File: config.mk
export PLATFORM = sky130hd
export DESIGN_NAME = gpio_bank_register_file
export DESIGN_NICKNAME = d
export VERILOG_FILES = /design/src/hdl/gpiorf_pkg.sv /design/src/hdl/gpio_bank_register_file.sv /design/src/hdl/gpiorf_regs.sv
export VERILOG_INCLUDE_DIRS = /design/src /design/src/hdl
export SDC_FILE = /design/constraint.sdc
export NUM_CORES = 1
export LEC_CHECK = 0
export BUFFER_PORTS_ARGS = -buffer_cell sky130_fd_sc_hd__buf_2
export CAP_MARGIN = 15
export CORE_ASPECT_RATIO = 1.5
export CORE_MARGIN = 1
export CORE_UTILIZATION = 35
export CTS_CLUSTER_DIAMETER = 80
export DETAILED_ROUTE_END_ITERATION = 6
export GPL_TIMING_DRIVEN = 0
export PLACE_DENSITY = 0.48
export SLEW_MARGIN = 20
export SYNTH_ARGS = -nofsm -noshare
export SYNTH_HDL_FRONTEND = slang
export SYNTH_SLANG_ARGS = --single-unit
File: constraint.sdc
create_clock -name clk -period 2.8 [get_ports clk]
set_clock_uncertainty 0.2 [all_clocks]
set_input_delay 0.56 -clock clk [delete_from_list [all_inputs] [get_ports clk]]
set_output_delay 0.56 -clock clk [all_outputs]
set_load 0.1 [all_outputs]
File: src/hdl/assert_macros.svh
// Assertion macros shared by the GPIO register block RTL.
// Each macro is clocked on clk and disabled while arst_n is low.
`ifndef ASSERT_MACROS_SVH
`define ASSERT_MACROS_SVH

// Property checked at every rising clock edge outside reset.
`define ASSERT_ALWAYS(label, prop, msg) \
	label: assert property (@(posedge clk) disable iff (!arst_n) (prop)) else $error(msg);

// Antecedent on one edge, consequent on the next.
`define ASSERT_NEXT(label, ante, cons, msg) \
	label: assert property (@(posedge clk) disable iff (!arst_n) (ante) |=> (cons)) \
		else $error(msg);

`endif

File: src/hdl/gpiorf_pkg.sv
// Shared types and constants for the GPIO bank register block.
// No dependencies; imported by gpiorf_regs and gpio_bank_register_file.
package gpiorf_pkg;

	localparam int NUM_BANKS  = 4;
	localparam int BANK_W     = 2;
	localparam int BANK_IDX_W = (NUM_BANKS > 1) ? $clog2(NUM_BANKS) : 1;
	localparam int PINS       = 8;

	localparam logic [5:0] REG_TRIG_LEVEL = 6'h00;
	localparam logic [5:0] REG_TRIG_TYPE  = 6'h04;
	localparam logic [5:0] REG_IRQ_ENABLE = 6'h08;
	localparam logic [5:0] REG_IRQ_STATUS = 6'h0C;
	localparam logic [5:0] REG_VALUE      = 6'h10;
	localparam logic [5:0] REG_DIRECTION  = 6'h18;
	localparam logic [5:0] REG_PULL       = 6'h1C;

	localparam logic [2:0] ACCESS_SIZE_OK = 3'd2;

	typedef enum logic {
		OP_READ  = 1'b0,
		OP_WRITE = 1'b1
	} opcode_t;

	typedef enum logic [1:0] {
		ST_OK     = 2'd0,
		ST_WIDTH  = 2'd1,
		ST_OFFSET = 2'd2
	} status_t;

	typedef struct packed {
		logic [BANK_W-1:0] bank;
		opcode_t           opcode;
		logic [5:0]        offset;
		logic [2:0]        access_size;
		logic [15:0]       write_data;
	} req_t;

	typedef struct packed {
		logic [PINS-1:0] read_data;
		status_t         status;
		logic            arm_warning;
	} rsp_t;

endpackage

File: src/hdl/gpio_bank_register_file.sv
// Top level of the GPIO bank register block: request register, result register.
// Depends on gpiorf_pkg, gpiorf_regs and assert_macros.svh.
//
// Usage:
//  - Requests come in on s_axis (tdata: bank, offset, access_size, write_data;
//    tuser: opcode). Results leave on m_axis (tdata: read_data; tuser: status,
//    arm_warning). One result per request, in order.
//  - An accepted request sits in the request register; once the result
//    register is free or being drained, the register file is read or written in
//    one decode pass in gpiorf_regs and the result is registered, valid on
//    m_axis from then on.
//  - Throughput is one request per cycle while m_axis_tready is high.
//  - If the receiver stalls, the result holds on m_axis, the pending request
//    waits in the request register, and s_axis_tready drops once both are full.
//  - Reset (arst_n low) empties both registers and clears every bank register
//    and the per-bank arming flags to zero.
`include "assert_macros.svh"

module gpio_bank_register_file (
	input  logic        clk,
	input  logic        arst_n,
	input  logic        s_axis_tvalid,
	output logic        s_axis_tready,
	input  logic [31:0] s_axis_tdata,  // bank[1:0], offset[7:2], access_size[10:8],
	                                   // write_data[26:11], zero pad
	input  logic        s_axis_tuser,  // opcode
	output logic        m_axis_tvalid,
	input  logic        m_axis_tready,
	output logic [7:0]  m_axis_tdata,  // read_data
	output logic [2:0]  m_axis_tuser   // status[1:0], arm_warning[2]
);
	import gpiorf_pkg::*;

	req_t req_in, req_s1;
	logic valid_s1;
	rsp_t rsp, rsp_q;
	logic out_valid_q;
	logic advance;

	assign req_in = '{bank:        s_axis_tdata[1:0],
	                  opcode:      opcode_t'(s_axis_tuser),
	                  offset:      s_axis_tdata[7:2],
	                  access_size: s_axis_tdata[10:8],
	                  write_data:  s_axis_tdata[26:11]};

	assign advance       = valid_s1 && (!out_valid_q || m_axis_tready);
	assign s_axis_tready = !valid_s1 || advance;

	gpiorf_regs u_regs (
		.clk    (clk),
		.arst_n (arst_n),
		.en     (advance),
		.req    (req_s1),
		.rsp    (rsp)
	);

	always_ff @(posedge clk or negedge arst_n) begin
		if (!arst_n) begin
			valid_s1 <= 1'b0;
		end else if (s_axis_tready) begin
			valid_s1 <= s_axis_tvalid;
		end
	end

	always_ff @(posedge clk) begin
		if (s_axis_tready && s_axis_tvalid) req_s1 <= req_in;
		if (advance) rsp_q <= rsp;
	end

	always_ff @(posedge clk or negedge arst_n) begin
		if (!arst_n) begin
			out_valid_q <= 1'b0;
		end else if (advance) begin
			out_valid_q <= 1'b1;
		end else if (m_axis_tready) begin
			out_valid_q <= 1'b0;
		end
	end

	assign m_axis_tvalid = out_valid_q;
	assign m_axis_tdata  = rsp_q.read_data;
	assign m_axis_tuser  = {rsp_q.arm_warning, rsp_q.status};

	// an empty output side never blocks the request side
	`ASSERT_ALWAYS(a_ready_free, out_valid_q || s_axis_tready, "input stalled, no result held")
	// a stalled result is not overwritten
	`ASSERT_ALWAYS(a_no_clobber, !(out_valid_q && !m_axis_tready && advance), "result overwritten")
	// failed accesses report zero data
	`ASSERT_ALWAYS(a_err_zero, !out_valid_q || rsp_q.status == ST_OK || ~|rsp_q.read_data, "error data")

endmodule

File: src/hdl/gpiorf_regs.sv
// Per-bank GPIO register storage, address decode and arming tracker.
// Depends on gpiorf_pkg and assert_macros.svh.
`include "assert_macros.svh"

module gpiorf_regs (
	input  logic          clk,
	input  logic          arst_n,
	input  logic          en,
	input  gpiorf_pkg::req_t req,
	output gpiorf_pkg::rsp_t rsp
);
	import gpiorf_pkg::*;

	logic [PINS-1:0] value_q     [NUM_BANKS];
	logic [PINS-1:0] direction_q [NUM_BANKS];
	logic [PINS-1:0] pull_q      [NUM_BANKS];
	logic [PINS-1:0] irq_en_q    [NUM_BANKS];
	logic [PINS-1:0] trig_lvl_q  [NUM_BANKS];
	logic [PINS-1:0] trig_type_q [NUM_BANKS];
	logic [NUM_BANKS-1:0] arm_seen_q;

	logic [BANK_IDX_W-1:0] idx;
	logic                  bank_ok;
	logic [PINS-1:0]       lo, mask;
	logic we_value, we_dir, we_pull, we_irq, we_lvl, we_type, arm_try;

	assign idx     = BANK_IDX_W'(req.bank);
	assign bank_ok = int'(req.bank) < NUM_BANKS;
	assign lo      = req.write_data[PINS-1:0];
	assign mask    = req.write_data[15:8];

	always_comb begin
		rsp      = '{read_data: '0, status: ST_OK, arm_warning: 1'b0};
		we_value = 1'b0;
		we_dir   = 1'b0;
		we_pull  = 1'b0;
		we_irq   = 1'b0;
		we_lvl   = 1'b0;
		we_type  = 1'b0;
		arm_try  = 1'b0;
		if (req.access_size != ACCESS_SIZE_OK) begin
			rsp.status = ST_WIDTH;
		end else if (!bank_ok) begin
			rsp.status = ST_OFFSET;
		end else if (req.opcode == OP_READ) begin
			unique case (req.offset)
				REG_VALUE:      rsp.read_data = value_q[idx];
				REG_DIRECTION:  rsp.read_data = direction_q[idx];
				REG_PULL:       rsp.read_data = pull_q[idx];
				REG_IRQ_ENABLE: rsp.read_data = irq_en_q[idx];
				REG_TRIG_LEVEL: rsp.read_data = trig_lvl_q[idx];
				REG_TRIG_TYPE:  rsp.read_data = trig_type_q[idx];
				REG_IRQ_STATUS: rsp.read_data = '0;
				default:        rsp.status = ST_OFFSET;
			endcase
		end else begin
			unique case (req.offset)
				REG_VALUE:      we_value = 1'b1;
				REG_DIRECTION:  we_dir = 1'b1;
				REG_PULL:       we_pull = 1'b1;
				REG_IRQ_ENABLE: begin
					we_irq  = 1'b1;
					arm_try = lo != '0;
				end
				REG_TRIG_LEVEL: begin
					we_lvl  = 1'b1;
					arm_try = irq_en_q[idx] != '0;
				end
				REG_TRIG_TYPE: begin
					we_type = 1'b1;
					arm_try = irq_en_q[idx] != '0;
				end
				REG_IRQ_STATUS: ;
				default:        rsp.status = ST_OFFSET;
			endcase
		end
		rsp.arm_warning = arm_try && !arm_seen_q[idx];
	end

	always_ff @(posedge clk or negedge arst_n) begin
		if (!arst_n) begin
			for (int b = 0; b < NUM_BANKS; b++) begin
				value_q[b]     <= '0;
				direction_q[b] <= '0;
				pull_q[b]      <= '0;
				irq_en_q[b]    <= '0;
				trig_lvl_q[b]  <= '0;
				trig_type_q[b] <= '0;
			end
			arm_seen_q <= '0;
		end else if (en) begin
			if (we_value) value_q[idx] <= (value_q[idx] & ~mask) | (lo & mask);
			if (we_dir)   direction_q[idx] <= lo;
			if (we_pull)  pull_q[idx] <= lo;
			if (we_irq)   irq_en_q[idx] <= lo;
			if (we_lvl)   trig_lvl_q[idx] <= lo;
			if (we_type)  trig_type_q[idx] <= lo;
			if (arm_try)  arm_seen_q[idx] <= 1'b1;
		end
	end

	// a bank once warned stays warned until reset
	`ASSERT_NEXT(a_arm_sticky, 1'b1, &(arm_seen_q | ~$past(arm_seen_q)), "arm flag cleared")
	// warning only on a successful access (status OK)
	`ASSERT_ALWAYS(a_warn_ok, !rsp.arm_warning || rsp.status == ST_OK, "warning on failed access")
	// failed accesses return zero data
	`ASSERT_ALWAYS(a_err_data, rsp.status == ST_OK || ~|rsp.read_data, "data on failed access")

endmodule
Yosys cells after proc, flatten, opt, wreduce, memory -nomap -nowiden
Index checks and enable logic that the tools add are counted.
- register bits after elaboration: 237
- output and inout bits: 13
- logic and storage cells: 131
- bits of input ports: 37
- eq/ne operators: 7
- bitwise operators: 6
- $lt $le $gt $ge: 4
- reductions and logical operators: 24
- mux-type cells: 55
- operators with widths (operator ; count):
    $bwmux W32 ; 6
    $mux W8 ; 13
    $bmux W8 S2 ; 6
    $pmux W8 S6 ; 1
    $mux W1 ; 24
    $eq A6 B5 Y1 const B ; 3
    $and A8 B8 Y8 ; 2
    $demux W8 S2 ; 1
    $reduce_bool A8 Y1 ; 2
    $reduce_and A2 Y1 ; 7
    $eq A6 B4 Y1 const B ; 2
    $not A8 Y8 ; 1
    $or A8 B8 Y8 ; 1
    $reduce_or A7 Y1 ; 1
    $eq A6 B3 Y1 const B ; 1
    $logic_not A6 Y1 ; 1
    $logic_and A1 B1 Y1 ; 5
    $or A4 B4 Y4 ; 1
    $reduce_or A2 Y1 ; 2
    $ge A3 B3 Y1 const B ; 1
    $logic_not A1 Y1 ; 3
    $lt A2 B3 Y1 const B ; 1
    $lt A3 B1 Y1 const B ; 1
    $ne A3 B2 Y1 const B ; 1
    other kinds (8) ; 9

Longest topological paths before layout
Gate-level depths: netlist of the first run.
- depth in word-level cells: 9
- mapped depth: 8
- mapped depth without buffers: 4

By module
From an unflattened synthesis of the first run, not the netlist that was laid out.
- cell total of the unflattened synthesis: 681
- area total of the unflattened synthesis: 10555.1 um^2
- modules (own cells, without submodules) (module ; times used ; area an instance (um^2) ; sequential area each (um^2) ; cells an instance):
    gpiorf_regs ; 1 ; 9280.2 ; 4904.7 ; 634
    gpio_bank_register_file ; 1 ; 1275.0 ; 1221.2 ; 47

Least setup slack after synthesis of the first run
OpenSTA, ideal clock, no wires.
- kind: reg2reg
- start point: register out_valid_q, in the netlist m_axis_tvalid
- end point: register req_s1[0] (netlist name) (enable)
- data required time: 2.216 ns
- cell stages (with the launch flop): 3
- clock period less this slack: 3.273 ns
- data arrival time: 2.689 ns
- path buffers: 0
- path slack: -0.473 ns
- library setup time: 0.384 ns
- path through: dfrtp_1 > nand3b_1 > and2_1
- word-level cells in the longest chain between the ends: 5
- RTL lines (element ; RTL line ; RTL):
    from (decl) ; gpio_bank_register_file.sv:37 ; logic out_valid_q;
    from (signal assigned) ; gpio_bank_register_file.sv:72 ; out_valid_q <= 1'b0;
    from (signal assigned) ; gpio_bank_register_file.sv:74 ; out_valid_q <= 1'b1;
    from (signal assigned) ; gpio_bank_register_file.sv:76 ; out_valid_q <= 1'b0;
    $logic_not A1 Y1 ; gpio_bank_register_file.sv:46 ; assign advance = valid_s1 && (!out_valid_q || m_axis_tready);
    $logic_or A1 B1 Y1 ; gpio_bank_register_file.sv:46 ;
    $logic_and A1 B1 Y1 ; gpio_bank_register_file.sv:46 ;
    $logic_or A1 B1 Y1 ; gpio_bank_register_file.sv:47 ; assign s_axis_tready = !valid_s1 || advance;
    named net s_axis_tready ; gpio_bank_register_file.sv:23 ; output logic s_axis_tready,
    $logic_and A1 B1 Y1 ; gpio_bank_register_file.sv:66 ; if (s_axis_tready && s_axis_tvalid) req_s1 <= req_in;
    to (signal assigned) ; gpio_bank_register_file.sv:66 ;
    to (decl) ; gpio_bank_register_file.sv:34 ; req_t req_in, req_s1;
The timed path passes the listed nets, and every way through them passes these cells.
A chain may end at the register's enable or synchronous reset.

Final worst setup path of the first run
- start point: register req_s1[27] (netlist name)
- end point: register u_regs.direction_q[8] (netlist name)
- word-level cells in the longest chain between the ends: 6
- elaborated cells between the ends (all ways): 7
- those cells by class: order compare: 2; mux: 3; bitwise: 1; reduce/logical: 1
- RTL lines (element ; RTL line ; RTL):
    $not A2 Y3 (implied by the code) (*) ; gpiorf_regs.sv:93 ; if (we_dir) direction_q[idx] <= lo;
    $ge A3 B3 Y1 (implied by the code) / $lt A3 B1 Y1 (equally long branches) ; gpiorf_regs.sv:93 ;
    $logic_and A1 B1 Y1 (implied by the code) ; gpiorf_regs.sv:93 ;
    $mux W8 (implied by the code) ; gpiorf_regs.sv:93 ;
    $demux W8 S2 (*) ; gpiorf_regs.sv:93 ;
    $bwmux W32 (*) ; gpiorf_regs.sv:93 ;
    to (signal, indexed assignment) ; gpiorf_regs.sv:93 ;
    to (decl) ; gpiorf_regs.sv:15 ; logic [PINS-1:0] direction_q [NUM_BANKS];
Every way passes the cells marked *; elsewhere a longest branch is shown, timed or not.

==> results of run 1 <==
## cell usage in the layout (no fill, tap or decap), types with 3 or more instances in the layout
master           n
mux2_2         199
dfrtp_1        197
mux4_2          49
buf_2           46
edfxtp_1        39
nand3_1         34
clkbuf_1        29
clkbuf_16       27
dlygate4sd3_1   25
nand4_1         16
buf_4           15
nor2_4          14
nor2_1          11
mux2i_1          8
o21a_1           8
clkbuf_8         7
nand2b_1         6
nand2_1          6
buf_6            5
nor4_4           4
a31oi_1          4
buf_12           4
and2_1           3
nor2b_1          3
or4_1            3
nor2_2           3
a21oi_1          3
o31ai_1          3
clkinv_2         3
## state kept, by name (all words and copies together) (netlist names), 3 cells and up
register	cells
u_regs.direction_q	32
u_regs.irq_en_q	32
u_regs.pull_q	32
u_regs.trig_lvl_q	32
u_regs.trig_type_q	32
u_regs.value_q	32
req_s1	28
m_axis_tdata	8
u_regs.arm_seen_q	4
m_axis_tuser	3
## power groups by stage
| stage | Sequential, mW | Clock, mW | Combinational [mW] |
|---|---|---|---|
| CTS | 3.60 | 3.51 | 0.500 |
| global route | 3.60 | 3.63 | 0.535 |
| finish | 3.60 | 3.40 | 0.496 |
| detailed placement | 3.66 | 0 | 0.467 |
| global placement | 3.66 | 0 | 0.445 |
| floorplan | 3.73 | 0 | 0.195 |
## area by class of cell
type / instances / area (µm²) / area share [%]
clock inverters: 6 / 61.3 / 0.479
multi-input cells: 395 / 4400 / 34.4
well taps: 395 / 494 / 3.86
clock buffers: 39 / 791 / 6.18
plain buffers: 41 / 219 / 1.71
repair buffers: 86 / 698 / 5.46
inverters: 1 / 3.75 / 0.0293
flip-flops and latches: 237 / 6130 / 47.9
## per-stage QoR
step                      area (µm²)  utilization [%]  TNS (ns)  hold slack [ns]
after floorplan                10600                -         0           0.0644
after global placement         11400             38.3   -429.49            0.257
after detailed placement       11400             38.5    -19.32            0.270
after CTS                      12700             42.7     -3.22         0.000547
after global routing           12800             43.1    -0.790          0.00438
final                          12800             43.1   -0.0769           0.0236
## logic make-up after synthesis
logic type      Yosys count  share of synthesized area (%)
compound gates           22                           1.44
buf+inv                  42                           1.79
flops                   237                           57.6
mux                     257                           32.3
xor+xnor                  1                         0.0824
simple gates            115                           6.77
## per-layer routing
metal | up-vias | share of wire (%) | track usage [%]
met1 | 3361 | 39 | 22.7
met3 | 54 | 3.8 | 2.33
li1 | 2777 | - | -
met5 | - | 0 | 0
met2 | 147 | 52 | 32.8
met4 | 0 | 4.6 | 9.02
## worst max-delay path, delay by kind of cell (launching register included)
| family | cells | cell delay, ns |
|---|---|---|
| AND/OR/NAND/NOR | 3 | 1.41 |
| flip-flops | 1 | 0.40 |
| multiplexers | 1 | 0.40 |
| buffers and inverters | 1 | 0.27 |
## worst min-delay path by stage
stage | cells past startpoint | to | startpoint
after floorplan | 0 | m_axis_tvalid | arst_n
after global placement | 2 | u_regs.arm_seen_q[2] | u_regs.arm_seen_q[2]
after detailed placement | 1 | u_regs.trig_lvl_q[31] | arst_n
after CTS | 1 | req_s1[15] | s_axis_tdata[26]
after global routing | 1 | req_s1[15] | s_axis_tdata[26]
final | 1 | req_s1[15] | s_axis_tdata[26]
## repair_timing
| item | in CTS | in global routing |
|---|---|---|
| hold endpoints to repair | 64 | 0 |
| resized for setup | 18 | 11 |
| pin swaps | 7 | 4 |
| gates cloned | 0 | 0 |
| hold buffers | 25 | 0 |
| setup buffers | 8 | 7 |
| setup endpoints to repair | 169 | 108 |
==> flow_summary.html, run 1 <==
<table>
<tr><th>Metric</th><th>Value</th></tr>
<tr><th colspan="2">Critical path</th></tr>
<tr><td>Cell count of the worst reg-to-reg path</td><td>5</td></tr>
<tr><td>Highest cell delay on the worst timing path</td><td>0.64 ns</td></tr>
<tr><td>Data required, critical path</td><td>3.01 ns</td></tr>
<tr><td>Critical path origin</td><td>req_s1[27]</td></tr>
<tr><td>Category of the worst setup path launch point</td><td>flop</td></tr>
<tr><td>WS Path Type</td><td>flop to flop</td></tr>
<tr><td>WP data arrival</td><td>3.02 ns</td></tr>
<tr><td>Slowest CP cell</td><td>nor2_2</td></tr>
<tr><td>Max Fanout on Critical Path</td><td>10</td></tr>
<tr><td>Critical path destination</td><td>u_regs.direction_q[8]</td></tr>
<tr><td>Cell-by-cell trace of the critical path</td><td>clkbuf_4, nor2b_1, nand4_1, nor2_2, mux2_2</td></tr>
<tr><td>Reg2reg start</td><td>req_s1[27]</td></tr>
<tr><td>Worst R2R Setup Slack</td><td>-0.02 ns</td></tr>
<tr><td>Endpoint type of the worst setup path</td><td>flop</td></tr>
<tr><td>Terminus of the critical flop-to-flop path</td><td>u_regs.direction_q[8]</td></tr>
<tr><th colspan="2">STA</th></tr>
<tr><td>Share of the clock period used by the worst path</td><td>101%</td></tr>
<tr><td>Post-layout minimum cycle time</td><td>between 2 and 3 ns</td></tr>
<tr><td>Slew margin rel.</td><td>34.3%</td></tr>
<tr><td>Final WS setup</td><td>-0.0176 ns</td></tr>
<tr><td>Final Setup Violations</td><td>8</td></tr>
<tr><td>Number of failing hold endpoints at the final stage</td><td>0</td></tr>
<tr><td>Fin. max-slew vios</td><td>0</td></tr>
<tr><td>Unrepaired setup endpoints after global routing</td><td>true</td></tr>
<tr><td>Achievable Freq</td><td>355 MHz</td></tr>
<tr><td>Slew at the pin closest to its max-slew limit</td><td>0.976 ns</td></tr>
<tr><th colspan="2">Synth</th></tr>
<tr><td>Fraction of synthesis flops using an asynchronous set or reset pin</td><td>83.5%</td></tr>
<tr><td>Syn_area_per_cell</td><td>around 16 µm²</td></tr>
<tr><td>Synth Flop Type</td><td>dfrtp_1</td></tr>
<tr><td>Cell types with the largest area share after synthesis</td><td>dfrtp_1 (47%), mux2_2 (21%), edfxtp_1 (11%)</td></tr>
<tr><td>Number of enable-type register cells in the synthesized netlist</td><td>39</td></tr>
<tr><td>Post-synthesis instance area</td><td>10600 µm²</td></tr>
<tr><td>Most repeated cell in the gate-level netlist after synthesis</td><td>mux2_2</td></tr>
<tr><td>Top cells by count, synth</td><td>mux2_2 (199), dfrtp_1 (198), mux4_2 (49), edfxtp_1 (39), nand3_1 (34)</td></tr>
<tr><td>Post-synthesis sequential element count</td><td>237</td></tr>
<tr><td>Synth top area share</td><td>46.6%</td></tr>
<tr><td>Part of the Yosys area used for sequential elements</td><td>57.6%</td></tr>
<tr><td>Net count after synthesis</td><td>711</td></tr>
<tr><td>Synth Warn #</td><td>0</td></tr>
<tr><td>Unique masters post-synth</td><td>between 40 and 50</td></tr>
<tr><td>Synth Instances</td><td>around 670</td></tr>
<tr><td>Cell type with the highest aggregate area in the netlist</td><td>dfrtp_1</td></tr>
<tr><th colspan="2">GRT</th></tr>
<tr><td>Total track usage</td><td>18.8%</td></tr>
<tr><td>Aggregate global routing overflow</td><td>0</td></tr>
<tr><td>Global-route wire length before repair</td><td>around 43000 µm</td></tr>
<tr><td>Number of antenna violations at the first check in global routing</td><td>0</td></tr>
<tr><td>Largest net degree at the start of global routing</td><td>90</td></tr>
<tr><td>Vias in the first global route</td><td>~6900</td></tr>
<tr><th colspan="2">Clock network</th></tr>
<tr><td>CTS sink count</td><td>237</td></tr>
<tr><td>CTS Buffer Depth</td><td>3</td></tr>
<tr><td>Number of buffers created by CTS</td><td>25</td></tr>
<tr><td>Clk slew on worst S/H paths</td><td>0.06 ns</td></tr>
<tr><td>H-tree Lvls</td><td>1</td></tr>
<tr><td>Clock tree from TritonCTS</td><td>built</td></tr>
<tr><td>Clock latency reported for the late side of the worst-skew pair</td><td>0.53 ns</td></tr>
<tr><td>Root buffer selected by CTS</td><td>clkbuf_16</td></tr>
<tr><th colspan="2">Route</th></tr>
<tr><td>Number of vias after detailed routing</td><td>approximately 6300</td></tr>
<tr><td>Antenna violation net count after detailed routing</td><td>0</td></tr>
<tr><td>Routed wirelength normalized by instance count</td><td>roughly 23 µm</td></tr>
<tr><td>1st-pass router iterations</td><td>5</td></tr>
<tr><td>Drt drc</td><td>0</td></tr>
<tr><td>Detailed Route WL</td><td>27900 µm</td></tr>
<tr><td>Count of routing violations after the opening detailed-route iteration</td><td>~250</td></tr>
<tr><td>Vias per std cell</td><td>5.28</td></tr>
<tr><th colspan="2">Floorplanning</th></tr>
<tr><td>Die Area</td><td>31100 µm²</td></tr>
<tr><td>Num ports</td><td>50</td></tr>
<tr><td>DIE HEIGHT</td><td>215 µm</td></tr>
<tr><td>Core Region</td><td>29700 µm²</td></tr>
<tr><td>Effective utilization at floorplan</td><td>35.8%</td></tr>
<tr><td>Floorplan row count</td><td>77</td></tr>
<tr><td>Die X-Extent</td><td>144 µm</td></tr>
<tr><th colspan="2">Placed design</th></tr>
<tr><td>Post-DP HPWL</td><td>19900 µm</td></tr>
<tr><td>DP Cell Count</td><td>approximately 1100</td></tr>
<tr><td>Setup slack at placement</td><td>-0.519 ns</td></tr>
<tr><td>Quantity of I/O buffers inserted on ports</td><td>44</td></tr>
<tr><td>Last weighted congestion value of the routability-driven placer</td><td>0.916</td></tr>
<tr><th colspan="2">Power and ir drop</th></tr>
<tr><td>P per Cell Area</td><td>just under 600 nW/µm²</td></tr>
<tr><td>Part of the power in combinational logic</td><td>under 10%</td></tr>
<tr><td>Switching part of the total</td><td>23.4%</td></tr>
<tr><td>Sequential power share</td><td>48.0%</td></tr>
<tr><td>Leakage power</td><td>5.73 nW</td></tr>
<tr><td>Switching component of the power</td><td>1.75 mW</td></tr>
<tr><td>Cell-internal power</td><td>between 5 and 6 mW</td></tr>
<tr><td>Clock share of power</td><td>approximately 45%</td></tr>
<tr><td>Peak VDD IR</td><td>0.000432 V</td></tr>
<tr><td>Power after layout</td><td>7.49 mW</td></tr>
<tr><th colspan="2">Cells and area</th></tr>
<tr><td>Relative area change from synthesis to final layout</td><td>20.3%</td></tr>
<tr><td>Final Instance Count excl. Fillers</td><td>1200</td></tr>
<tr><td># diodes</td><td>0</td></tr>
<tr><td>Filler instances</td><td>between 2000 and 3000</td></tr>
<tr><td>Final nets</td><td>824</td></tr>
<tr><td>Share of final-layout standard cells stronger than drive strength 1</td><td>approximately half</td></tr>
<tr><th colspan="2">Min path</th></tr>
<tr><td>Min-delay worst type</td><td>primary input to flop</td></tr>
<tr><th colspan="2">Run</th></tr>
<tr><td>Count of maximum capacitance violations</td><td>0</td></tr>
<tr><th colspan="2">Outcome</th></tr>
<tr><td>Outcome</td><td>finished, violations left</td></tr>
<tr><td>Failing checks</td><td>negative setup slack</td></tr>
</table>
No activity file was read; power rests on OpenSTA's default activity.
==> run 2: changes to the inputs <==
- BUFFER_PORTS_ARGS: -buffer_cell sky130_fd_sc_hd__buf_2 -> not set
- CTS_CLUSTER_SIZE: not set -> 8
- DONT_BUFFER_PORTS: not set -> 1
- PLACE_DENSITY: 0.48 -> 0.47
==> run 2 against run 1 <==
  * The run ends with negative hold slack left
  * Sequential share of layout area grew 0.64 points
  * Hold slack worse by 0.47 ns
  * Power grew 4.2%
  * Fmax is 1.2% higher
  * Register-to-register slack gained 0.03 ns
  * Setup slack improved by 0.035 ns
  * Non-clock buffer count shrank 46
  * Core utilization shrank 0.55 points
  * Critical endpoint is now u_regs.direction_q[12]
  * Largest power group is now clock
  * Highest routed layer unchanged
==> flow_summary.html, run 2 (synthesis gave the netlist of run 1 again) <==
<table>
<tr><th>Metric</th><th>Value</th></tr>
<tr><th colspan="2">Cells and area</th></tr>
<tr><td>Leading cell type in the layout, fill and taps excluded</td><td>mux2_2 (unchanged)</td></tr>
<tr><td>Share of final-layout standard cells stronger than drive strength 1</td><td>44.6% (was 48.6%)</td></tr>
<tr><td>Final core area utilization</td><td>42.6% (was 43.1%)</td></tr>
<tr><td>Highest-count cells in the layout ignoring fill and taps</td><td>mux2_2 (199), dfrtp_1 (197), mux4_2 (49), edfxtp_1 (39), clkbuf_16 (37) (was mux2_2 (199), dfrtp_1 (197), mux4_2 (49), buf_2 (46), edfxtp_1 (39))</td></tr>
<tr><td>Final nets</td><td>788 (was 824)</td></tr>
<tr><td>Relative area change from synthesis to final layout</td><td>18.8% (was 20.3%)</td></tr>
<tr><td># diodes</td><td>0 (unchanged)</td></tr>
<tr><th colspan="2">Route</th></tr>
<tr><td>1st-pass router iterations</td><td>4 (was 5)</td></tr>
<tr><td>Detailed Route WL</td><td>27800 µm (was 27900 µm)</td></tr>
<tr><td>Count of routing violations after the opening detailed-route iteration</td><td>273 (was 249)</td></tr>
<tr><td>Number of vias after detailed routing</td><td>6153 (was 6339)</td></tr>
<tr><td>Vias per std cell</td><td>5.31 (was 5.28)</td></tr>
<tr><td>Drt drc</td><td>0 (unchanged)</td></tr>
<tr><td>Routed wirelength normalized by instance count</td><td>24.0 µm (was 23.3 µm)</td></tr>
<tr><td>Antenna violation net count after detailed routing</td><td>0 (unchanged)</td></tr>
<tr><th colspan="2">Run</th></tr>
<tr><td>Count of maximum capacitance violations</td><td>0 (unchanged)</td></tr>
<tr><th colspan="2">STA</th></tr>
<tr><td>Unrepaired setup endpoints after global routing</td><td>true (unchanged)</td></tr>
<tr><td>Fin. max-slew vios</td><td>0 (unchanged)</td></tr>
<tr><td>Achievable Freq</td><td>359 MHz (was 355 MHz)</td></tr>
<tr><td>Number of failing hold endpoints at the final stage</td><td>198 (was 0)</td></tr>
<tr><td>Setup Total Neg Slack</td><td>0 ns (was -0.0769 ns)</td></tr>
<tr><td>Share of the clock period used by the worst path</td><td>99.4% (was 101%)</td></tr>
<tr><td>Slew at the pin closest to its max-slew limit</td><td>1.11 ns (was 0.976 ns)</td></tr>
<tr><td>Post-layout minimum cycle time</td><td>2.78 ns (was 2.82 ns)</td></tr>
<tr><td>Final Setup Violations</td><td>0 (was 8)</td></tr>
<tr><td>Slew margin rel.</td><td>25.5% (was 34.3%)</td></tr>
<tr><td>Final hold slack</td><td>-0.444 ns (was 0.0236 ns)</td></tr>
<tr><th colspan="2">Critical path</th></tr>
<tr><td>Data required, critical path</td><td>2.98 ns (was 3.01 ns)</td></tr>
<tr><td>Cell count of the worst reg-to-reg path</td><td>5 (unchanged)</td></tr>
<tr><td>WP data arrival</td><td>2.96 ns (was 3.02 ns)</td></tr>
<tr><td>Worst R2R Setup Slack</td><td>0.02 ns (was -0.02 ns)</td></tr>
<tr><td>Terminus of the critical flop-to-flop path</td><td>u_regs.direction_q[12] (was u_regs.direction_q[8])</td></tr>
<tr><td>Max Fanout on Critical Path</td><td>10 (unchanged)</td></tr>
<tr><td>WS Path Type</td><td>flop to flop (unchanged)</td></tr>
<tr><td>Endpoint type of the worst setup path</td><td>flop (unchanged)</td></tr>
<tr><td>Crit-path leading delay family</td><td>simple AND/OR/NAND/NOR gates (unchanged)</td></tr>
<tr><td>Reg2reg start</td><td>req_s1[27] (unchanged)</td></tr>
<tr><td>Highest cell delay on the worst timing path</td><td>0.60 ns (was 0.64 ns)</td></tr>
<tr><td>Category of the worst setup path launch point</td><td>flop (unchanged)</td></tr>
<tr><td>Cell-by-cell trace of the critical path</td><td>clkbuf_4, nor2b_1, nand4_1, nor2_2, mux2_2 (unchanged)</td></tr>
<tr><td>Slowest CP cell</td><td>nor2_2 (unchanged)</td></tr>
<tr><td>Buffers and inverters on the worst path</td><td>1 (unchanged)</td></tr>
<tr><th colspan="2">Floorplanning</th></tr>
<tr><td>Die Area</td><td>31100 µm² (unchanged)</td></tr>
<tr><td>Core Region</td><td>29700 µm² (unchanged)</td></tr>
<tr><td>DIE HEIGHT</td><td>215 µm (unchanged)</td></tr>
<tr><td>Effective utilization at floorplan</td><td>35.8% (unchanged)</td></tr>
<tr><td>Die X-Extent</td><td>144 µm (unchanged)</td></tr>
<tr><td>Num ports</td><td>50 (unchanged)</td></tr>
<tr><td>Floorplan row count</td><td>77 (unchanged)</td></tr>
<tr><th colspan="2">Clock network</th></tr>
<tr><td>Clk slew on worst S/H paths</td><td>0.05 ns (was 0.06 ns)</td></tr>
<tr><td>Post-cts hold buffer count</td><td>29 (was 25)</td></tr>
<tr><td>CTS Buffer Depth</td><td>3 (unchanged)</td></tr>
<tr><td>CTS sink count</td><td>237 (unchanged)</td></tr>
<tr><td>H-tree Lvls</td><td>2 (was 1)</td></tr>
<tr><td>Clock latency reported for the late side of the worst-skew pair</td><td>0.50 ns (was 0.53 ns)</td></tr>
<tr><td>Root buffer selected by CTS</td><td>clkbuf_16 (unchanged)</td></tr>
<tr><td>Number of buffers created by CTS</td><td>35 (was 25)</td></tr>
<tr><td>Clock tree from TritonCTS</td><td>built (unchanged)</td></tr>
<tr><th colspan="2">GRT</th></tr>
<tr><td>Total track usage</td><td>19.0% (was 18.8%)</td></tr>
<tr><td>Number of antenna violations at the first check in global routing</td><td>0 (unchanged)</td></tr>
<tr><td>Vias in the first global route</td><td>6799 (was 6931)</td></tr>
<tr><td>Largest net degree at the start of global routing</td><td>199 (was 90)</td></tr>
<tr><td>Aggregate global routing overflow</td><td>0 (unchanged)</td></tr>
<tr><td>Global-route wire length before repair</td><td>42600 µm (was 42800 µm)</td></tr>
<tr><th colspan="2">Outcome</th></tr>
<tr><td>Failing checks</td><td>negative hold slack (was negative setup slack)</td></tr>
<tr><td>Outcome</td><td>finished, violations left (unchanged)</td></tr>
<tr><th colspan="2">Placed design</th></tr>
<tr><td>Quantity of I/O buffers inserted on ports</td><td>0 (was 44)</td></tr>
<tr><td>Last weighted congestion value of the routability-driven placer</td><td>0.926 (was 0.916)</td></tr>
<tr><td>Post-DP HPWL</td><td>19700 µm (was 19900 µm)</td></tr>
<tr><th colspan="2">Power and ir drop</th></tr>
<tr><td>Peak VDD IR</td><td>0.000511 V (was 0.000432 V)</td></tr>
<tr><td>P per Cell Area</td><td>618 nW/µm² (was 585 nW/µm²)</td></tr>
<tr><td>Leakage power</td><td>5.58 nW (was 5.73 nW)</td></tr>
<tr><th colspan="2">Min path</th></tr>
<tr><td>Min-delay worst type</td><td>primary input to async pin (was primary input to flop)</td></tr>
</table>
[run 2: cell count changes in the layout (fill, tap and decap cells not counted), moves of 4 or more]
cell,change
clkbuf_1,+6
dlygate4sd3_1,+4
buf_2,-44
clkbuf_16,+10
clkbuf_8,-7
[run 2: through the flow]
stage / area [µm²] / power [mW] / worst slack (ns) / cells
after floorplan: 10600 / 3.92 / 0.138 / 674
after CTS: 12600 / 7.92 / -0.153 / 1156
after detailed placement: 11100 / 4.03 / -0.541 / 1069
final: 12600 / 7.80 / 0.0170 / 1159
after global routing: 12600 / 8.08 / -0.0850 / 1159
after global placement: 11100 / 4.02 / -0.540 / 1069
[run 2: metal layers]
layer | vias to the layer above | routed length [µm] | track usage [%] | part of all wire [%]
met4 | 0 | 998 | 7.51 | 3.6
met5 | - | 0 | 0 | 0
met3 | 48 | 1020 | 3.00 | 3.7
met2 | 146 | 15100 | 34.1 | 54
li1 | 2704 | - | - | -
met1 | 3255 | 10700 | 22.2 | 38
[run 2: cell type report]
type	instances	area, µm²
Buffer	40	216
Clock buffer	49	971
Clock inverter	1	5.00
Fill cell	2753	17000
Inverter	1	3.75
Multi-Input combinational cell	395	4390
Sequential cell	237	6130
Tap cell	395	494
Timing Repair Buffer	41	418
[run 2: timing repair]
action                                 4_1_cts  5_1_grt
setup endpoints to repair                  204       79
endpoints found under the hold margin      227      198
gates resized for setup                     18       14
cloned                                       0        0
pin swaps                                    8        2
buffers inserted                             9        3
[run 2: how the worst max path moves through the flow]
stage	startpoint	to	slack, ns	cells past startpoint
CTS	req_s1[26]	u_regs.value_q[16]	-0.15	6
detailed placement	req_s1[27]	m_axis_tdata[7]	-0.54	8
finish	req_s1[27]	u_regs.direction_q[12]	0.02	5
floorplan	m_axis_tvalid	req_s1[0]	0.14	2
global route	req_s1[20]	u_regs.pull_q[14]	-0.08	4
global placement	req_s1[27]	m_axis_tdata[2]	-0.54	8
[run 2: worst register-to-register path, stage by stage (launching register included)]
cell	delay, ns
edfxtp_1	0.43
clkbuf_4	0.27
nor2b_1	0.33
nand4_1	0.43
nor2_2	0.60
mux2_2	0.41
[run 2: power by group]
group / switching, mW / internal (mW)
combinational: 0.199 / 0.121
sequential: 0.121 / 3.57
clock: 1.43 / 2.37
total: 1.75 / 6.06
